`config.mk`:
```
export PLATFORM = sky130hd
export DESIGN_NAME = fcpa_ctrl
export DESIGN_NICKNAME = d
export VERILOG_FILES = /design/src/rtl/core/fcpa_pkg.sv /design/src/rtl/core/fcpa_ctrl.sv
export SDC_FILE = /design/constraint.sdc
export NUM_CORES = 1
export LEC_CHECK = 0
export ABC_AREA = 1
export ABC_CLOCK_PERIOD_IN_PS = 6300
export BUFFER_PORTS_ARGS = -buffer_cell sky130_fd_sc_hd__buf_2
export CAP_MARGIN = 10
export CELL_PAD_IN_SITES_DETAIL_PLACEMENT = 0
export CELL_PAD_IN_SITES_GLOBAL_PLACEMENT = 1
export CORE_ASPECT_RATIO = 1.5
export CORE_UTILIZATION = 35
export DETAILED_ROUTE_END_ITERATION = 12
export PLACE_DENSITY_LB_ADDON = 0.08
export SYNTH_ARGS = -nofsm -noshare
export SYNTH_HDL_FRONTEND = slang
export SYNTH_SLANG_ARGS = --single-unit
```
`constraint.sdc`:
```
create_clock -name clock -period 6.3 [get_ports clock]
set_input_delay 0.945 -clock clock [delete_from_list [all_inputs] [get_ports clock]]
set_output_delay 0.945 -clock clock [all_outputs]
set_load 0.03 [all_outputs]
```
`src/rtl/core/fcpa_pkg.sv`:
```
`timescale 1ns / 1ps

package fcpa_pkg;

   // Request operation codes
   typedef enum logic [1:0] {
      KIND_ALLOC = 2'd0,
      KIND_FREE  = 2'd1,
      KIND_RESET = 2'd2,
      KIND_NOP   = 2'd3
   } kind_type;

   // Response status codes
   typedef enum logic [2:0] {
      STAT_OK         = 3'd0,
      STAT_EMPTY      = 3'd1,
      STAT_SIZE       = 3'd2,
      STAT_FULL       = 3'd3,
      STAT_NONE_USED  = 3'd4
   } status_type;

   // Controller states
   typedef enum logic [1:0] {
      S_IDLE = 2'd0,
      S_READ = 2'd1,
      S_FILL = 2'd2
   } state_type;

   // Configuration register indexes
   localparam logic [1:0] CSR_BASE_ADDRESS = 2'd0;
   localparam logic [1:0] CSR_CHUNK_SIZE   = 2'd1;
   localparam logic [1:0] CSR_CHUNK_COUNT  = 2'd2;

   localparam int unsigned CSR_WIDTH = 32;

   // Register reset values
   localparam logic [31:0] BASE_RESET  = 32'd0;
   localparam logic [16:0] SIZE_RESET  = 17'd8;
   localparam logic [10:0] COUNT_RESET = 11'd1024;

   typedef struct packed {
      kind_type    kind;
      logic [16:0] request_size;
      logic [31:0] release_address;
   } req_type;

   typedef struct packed {
      logic [31:0] chunk_address;
      status_type  status;
      logic [26:0] used_bytes;
      logic [26:0] peak_bytes;
   } rsp_type;

   typedef struct packed {
      logic [31:0] base_address;
      logic [16:0] chunk_size;
      logic [10:0] chunk_count;
   } cfg_type;

endpackage

```
`src/rtl/core/fcpa_ctrl.sv`:
```
`timescale 1ns / 1ps

// Allocator sequencer: request decode, counters, pool refill walk, response register
module fcpa_ctrl #(
   parameter int unsigned MAX_CHUNKS = 1024,
   parameter int unsigned ADDR_WIDTH = 32,
   parameter int unsigned IDX_WIDTH  = 10,
   parameter int unsigned CNT_WIDTH  = 11
) (
   input  logic                    clock,
   input  logic                    reset,
   input  fcpa_pkg::cfg_type       cfg,
   input  logic                    req_valid,
   output logic                    req_stall,
   input  fcpa_pkg::req_type       req_data,
   output logic                    rsp_valid,
   input  logic                    rsp_stall,
   output fcpa_pkg::rsp_type       rsp_data,
   output logic                    mem_we,
   output logic [IDX_WIDTH-1:0]    mem_widx,
   output logic [ADDR_WIDTH-1:0]   mem_wdata,
   output logic                    mem_re,
   output logic [IDX_WIDTH-1:0]    mem_ridx,
   input  logic [ADDR_WIDTH-1:0]   mem_rdata
);

   localparam logic [CNT_WIDTH-1:0] COUNT_FULL = CNT_WIDTH'(MAX_CHUNKS);

   fcpa_pkg::state_type    state_ff, state_in;
   logic [CNT_WIDTH-1:0]   count_ff, count_in;
   logic [26:0]            used_ff, used_in;
   logic [26:0]            peak_ff, peak_in;
   logic [CNT_WIDTH-1:0]   fill_idx_ff, fill_idx_in;
   logic [CNT_WIDTH-1:0]   fill_n_ff, fill_n_in;
   logic [ADDR_WIDTH-1:0]  fill_addr_ff, fill_addr_in;
   logic                   rsp_valid_ff, rsp_valid_in;
   fcpa_pkg::rsp_type      rsp_data_ff, rsp_data_in;

   logic                   accept;
   logic [CNT_WIDTH-1:0]   count_dec;
   logic [27:0]            used_sum;
   logic [26:0]            used_sat;
   logic [26:0]            chunk_27;
   logic [63:0]            rel_wide;
   logic [63:0]            base_wide;
   logic [63:0]            chunk_wide;
   logic [63:0]            rd_wide;
   logic [31:0]            cc_wide;
   logic [CNT_WIDTH-1:0]   refill_n;

   // Operand shaping
   always_comb begin
      count_dec  = count_ff - CNT_WIDTH'(1);
      chunk_27   = {10'd0, cfg.chunk_size};
      used_sum   = {1'b0, used_ff} + {11'd0, cfg.chunk_size};
      used_sat   = used_sum[27] ? 27'h7FF_FFFF : used_sum[26:0];
      rel_wide   = {32'd0, req_data.release_address};
      base_wide  = {32'd0, cfg.base_address};
      chunk_wide = {47'd0, cfg.chunk_size};
      rd_wide    = 64'(mem_rdata);
      cc_wide    = {21'd0, cfg.chunk_count};
      refill_n   = (cc_wide > 32'(MAX_CHUNKS)) ? COUNT_FULL : cc_wide[CNT_WIDTH-1:0];
   end

   // State register and datapath registers
   always_ff @(posedge clock) begin
      if (reset) begin
         state_ff     <= fcpa_pkg::S_IDLE;
         count_ff     <= '0;
         used_ff      <= '0;
         peak_ff      <= '0;
         rsp_valid_ff <= 1'b0;
      end else begin
         state_ff     <= state_in;
         count_ff     <= count_in;
         used_ff      <= used_in;
         peak_ff      <= peak_in;
         rsp_valid_ff <= rsp_valid_in;
      end
      fill_idx_ff  <= fill_idx_in;
      fill_n_ff    <= fill_n_in;
      fill_addr_ff <= fill_addr_in;
      rsp_data_ff  <= rsp_data_in;
   end

   // Next state, counters, memory access and response
   always_comb begin
      state_in     = state_ff;
      count_in     = count_ff;
      used_in      = used_ff;
      peak_in      = peak_ff;
      fill_idx_in  = fill_idx_ff;
      fill_n_in    = fill_n_ff;
      fill_addr_in = fill_addr_ff;
      rsp_valid_in = rsp_valid_ff & rsp_stall;
      rsp_data_in  = rsp_data_ff;
      mem_we       = 1'b0;
      mem_widx     = count_ff[IDX_WIDTH-1:0];
      mem_wdata    = rel_wide[ADDR_WIDTH-1:0];
      mem_re       = 1'b0;
      mem_ridx     = count_dec[IDX_WIDTH-1:0];

      // new request only when idle and the response slot is free by this edge
      req_stall = !((state_ff == fcpa_pkg::S_IDLE) && (!rsp_valid_ff || !rsp_stall));
      accept    = req_valid && !req_stall;

      case (state_ff)
         fcpa_pkg::S_IDLE: begin
            if (accept) begin
               rsp_data_in.chunk_address = '0;
               rsp_data_in.status        = fcpa_pkg::STAT_OK;
               rsp_data_in.used_bytes    = used_ff;
               rsp_data_in.peak_bytes    = peak_ff;
               case (req_data.kind)
                  fcpa_pkg::KIND_ALLOC: begin
                     if (req_data.request_size != cfg.chunk_size) begin
                        rsp_valid_in       = 1'b1;
                        rsp_data_in.status = fcpa_pkg::STAT_SIZE;
                     end else if (count_ff == '0) begin
                        rsp_valid_in       = 1'b1;
                        rsp_data_in.status = fcpa_pkg::STAT_EMPTY;
                     end else begin
                        // pop: address arrives from the RAM next cycle
                        mem_re   = 1'b1;
                        count_in = count_dec;
                        used_in  = used_sat;
                        peak_in  = (used_sat > peak_ff) ? used_sat : peak_ff;
                        state_in = fcpa_pkg::S_READ;
                     end
                  end
                  fcpa_pkg::KIND_FREE: begin
                     rsp_valid_in = 1'b1;
                     if (count_ff >= COUNT_FULL) begin
                        rsp_data_in.status = fcpa_pkg::STAT_FULL;
                     end else if ((used_ff == '0) || (used_ff < chunk_27)) begin
                        rsp_data_in.status = fcpa_pkg::STAT_NONE_USED;
                     end else begin
                        mem_we   = 1'b1;
                        count_in = count_ff + CNT_WIDTH'(1);
                        used_in  = used_ff - chunk_27;
                        rsp_data_in.used_bytes = used_ff - chunk_27;
                     end
                  end
                  fcpa_pkg::KIND_RESET: begin
                     count_in     = '0;
                     used_in      = '0;
                     peak_in      = '0;
                     fill_idx_in  = '0;
                     fill_n_in    = refill_n;
                     fill_addr_in = base_wide[ADDR_WIDTH-1:0];
                     rsp_data_in.used_bytes = '0;
                     rsp_data_in.peak_bytes = '0;
                     if (refill_n == '0) begin
                        rsp_valid_in = 1'b1;
                     end else begin
                        state_in = fcpa_pkg::S_FILL;
                     end
                  end
                  default: begin
                     rsp_valid_in = 1'b1;
                  end
               endcase
            end
         end

         fcpa_pkg::S_READ: begin
            rsp_valid_in              = 1'b1;
            rsp_data_in.chunk_address = rd_wide[31:0];
            rsp_data_in.status        = fcpa_pkg::STAT_OK;
            rsp_data_in.used_bytes    = used_ff;
            rsp_data_in.peak_bytes    = peak_ff;
            state_in                  = fcpa_pkg::S_IDLE;
         end

         fcpa_pkg::S_FILL: begin
            // one chunk address pushed per cycle, lowest first
            mem_we       = 1'b1;
            mem_widx     = fill_idx_ff[IDX_WIDTH-1:0];
            mem_wdata    = fill_addr_ff;
            fill_addr_in = fill_addr_ff + chunk_wide[ADDR_WIDTH-1:0];
            fill_idx_in  = fill_idx_ff + CNT_WIDTH'(1);
            if (fill_idx_ff == (fill_n_ff - CNT_WIDTH'(1))) begin
               count_in                  = fill_n_ff;
               rsp_valid_in              = 1'b1;
               rsp_data_in.chunk_address = '0;
               rsp_data_in.status        = fcpa_pkg::STAT_OK;
               rsp_data_in.used_bytes    = '0;
               rsp_data_in.peak_bytes    = '0;
               state_in                  = fcpa_pkg::S_IDLE;
            end
         end

         default: begin
            state_in = fcpa_pkg::S_IDLE;
         end
      endcase
   end

   assign rsp_valid = rsp_valid_ff;
   assign rsp_data  = rsp_data_ff;

endmodule

```
==> results.yml <==
timing:
  worstMarginPinSlew_ps: 964
  layout_setup_ws_ps: 1150
  drv_slew: 0
  rsz0062_at_grt: "false"
  hold_violations: 0
  period_minus_slack_ps: 5150
  slew_headroom_pct: 35.5
  finalCritPeriodShare_pct: 81.8
  skew_ps: 15.0
  finalSetupViolCount: 0
  max_freq_mhz: 194
  finalSetupTns_ps: 0
  whs_ps: 484
placement:
  dp_hpwl_mm: 40.0
  pre_cts_slack_ps: 865
  dp.cells: 2891
  place.gp.congestion: 0.917
  portBuffers: 291
  dpl_cell_area_sq_um: 17200
synth:
  synth.area.top_cells: "edfxtp_1 28%, nand2_1 13%, dfxtp_1 8.9%, ha_1 6.9%, inv_1 6.3%"
  synth_cells: 2099
  synth_cell_types: 58
  synth_fp_nets: 2333
  synth_top_family_by_area: "simple AND/OR/NAND/NOR gates"
  synthFlopType: "edfxtp_1"
  synth_edf_count: 143
  synth_mux_area_share_pct: 0.262
  syn_area_sq_um: 15300
  synth-compound-area-share_pct: 15.2
  yosysTopAreaCell: "edfxtp_1"
  synthAdderAreaFrac_pct: 7.26
  avgSynthCellArea_sq_um: 7.29
  synthSimpleGateAreaFrac_pct: 26.7
  yosys_warnings: 0
  synth_top_cell_area_share_pct: 28.1
  ys_ff_latch: 211
  synth_async_sr_flop_share_pct: 0
  synthXorXnorAreaFrac_pct: 4.01
  seq_area_frac_synth_pct: 37.0
floorplan:
  die-area_sq_um: 44600
  core.rowCount: 93
  dieHeight_um: 258
  start_util_pct: 35.5
  die_width_um: 173
  io_pins: 292
  core_sq_um: 43100
cells_and_area:
  fin_util_pct: 41.9
  multi_input_area_sq_um: 8200
  final_cell_mix: "512 x nand2_1, 291 x buf_2, 257 x inv_1, 188 x nor2_1, 188 x o21ai_0"
  final_common_cell: "nand2_1"
  fillCellCount: 4693
  seq_area_sq_um: 5660
  layout.nets: 2582
  stdcell_count: 2937
  layout-drive-gt1-share_pct: 18.6
  syn2layout_area_growth_pct: 17.8
  finalInstanceArea_sq_um: 18000
power_and_ir_drop:
  p_clk_share_pct: 17.1
  ir_worst_vdd_uv: 269
  comb_power_share_pct: 53.2
  pwr-share-seq_pct: 29.6
  intPower_mw: 4.17
  switching_power_mw: 4.11
  p_leak_nw: 8.63
  powerDensity_nw_per_um2: 459
  power_mw: 8.28
  p_sw_share_pct: 49.6
critical_path:
  crit_buf_inv: 6
  cpPeakStageDelay_ps: 460
  critPathSlowestCell: "ha_1"
  required_ps: 5350
  crit_arrival_ps: 4210
  cp_cell_sequence: "buf_2, inv_1, ha_1, inv_2, o21ai_0, a31oi_1, o21ai_2, a21boi_1, o21ai_2, nand3_1, nand2_1, nand2_1, nor2_4, buf_4, inv_2, o31ai_1, buf_2"
  cp-end-kind: "primary output"
  cp.depth: 17
  crit_family: "buffers and inverters"
  rr_worst_depth: 24
  crit_type: "input pin to primary output"
  crit_path_start_kind: "input pin"
  critPathMaxFanout: 28
cts:
  cts_num_sinks: 211
  htreeDepth: 1
  clk_pin_slew_ps: 60
  cts_buffer_depth: 3
  cts_resized: 0
  cts_buffers: 24
  tritoncts: "done"
  root_buffer: "clkbuf_16"
  cts_setup_buffers: 0
  cts_hold_buf: 0
  insertion_delay_ps: 560
run:
  maxCapViolations: 0
drt:
  drt_iter0_drc: 771
  detail-route-antenna-nets: 0
  routed-via-count: 14600
  drc: 0
  via_per_inst: 4.99
  drt-total-wl_mm: 51.9
  wl_per_cell_um: 17.7
  dr.pass1.iters: 5
hold_path:
  hold_depth: 2
  min_path_type: "flop to flop"
global_routing:
  grt.total_usage_pct: 22.7
  grt_pass1_wl_mm: 80.3
  overflow: 0
  grt_max_degree: 84
  antenna_found_initial: 2
  grt_pass1_vias: 14500
outcome:
  status: "finished clean"
cell type report:
cell class	count	area share, %
timing repair buffer	308	8.97
tap	570	3.96
clock inverter	10	0.562
multi-input combinational	1521	45.5
sequential	211	31.4
antenna	1	0.0139
clock buffer	34	3.71
inverter	282	5.89
state kept, by name (all words and copies together) (netlist names):
name and cells:
fill_n_ff 11, state_ff 2, rsp_valid 1, used_ff 27
fill_addr_ff 32, count_ff 11, rsp_data 89, fill_idx_ff 11
peak_ff 27
worst reg2reg max path: cells and delay by family, from the launching register on:
family / cells / cell delay [ps]
simple gates: 22 / 3460
flops: 1 / 490
fa+ha+maj: 2 / 760
worst paths after layout:
kind               start           to  slack, ps
max              cfg[17]       mem_we       1150
min          peak_ff[16]  peak_ff[16]        480
max reg2reg   used_ff[4]   peak_ff[5]       1470
min reg2reg  peak_ff[16]  peak_ff[16]        480
cell families (layout without fill, tap and decap cells):
group                      count (synthesis)  in the layout
and+or+nand+nor                          929            929
AOI/OAI and AO/OA                        431            431
buffers and inverters                    367            634
DFF                                      211            211
adders and majority gates                 87             87
xor gates and xnor gates                  70             70
muxes                                      4              4
other                                      0              1
Yosys cell counts, types with 8 or more instances:
master,count
a211oi_1,8
a21oi_1,170
a31oi_1,13
buf_2,20
clkbuf_1,48
dfxtp_1,68
edfxtp_1,143
ha_1,84
inv_1,258
inv_2,20
nand2_1,512
nand3_1,83
nand3_2,24
nand4_1,29
nor2_1,190
nor3_1,28
nor4_1,17
o211ai_1,16
o21ai_0,188
or2_2,13
xnor2_1,22
xor2_1,48
power groups by stage:
stage | logic (mW) | clock network, mW | registers, mW
finish | 4.41 | 1.42 | 2.45
global route | 4.87 | 1.51 | 2.52
CTS | 4.45 | 1.46 | 2.45
detailed placement | 4.42 | 0 | 2.48
global placement | 4.42 | 0 | 2.47
floorplan | 2.59 | 0 | 3.01
routing by layer:
metal  track usage [%]  vias up  share of wire, %
met1              26.2     6814                41
li1                  -     7443                 -
met5                 0        -             0.025
met3              3.06       72               4.2
met2              43.2      316                52
met4              6.98        2               2.6
Note: power is estimated with default switching activity, not from simulation.
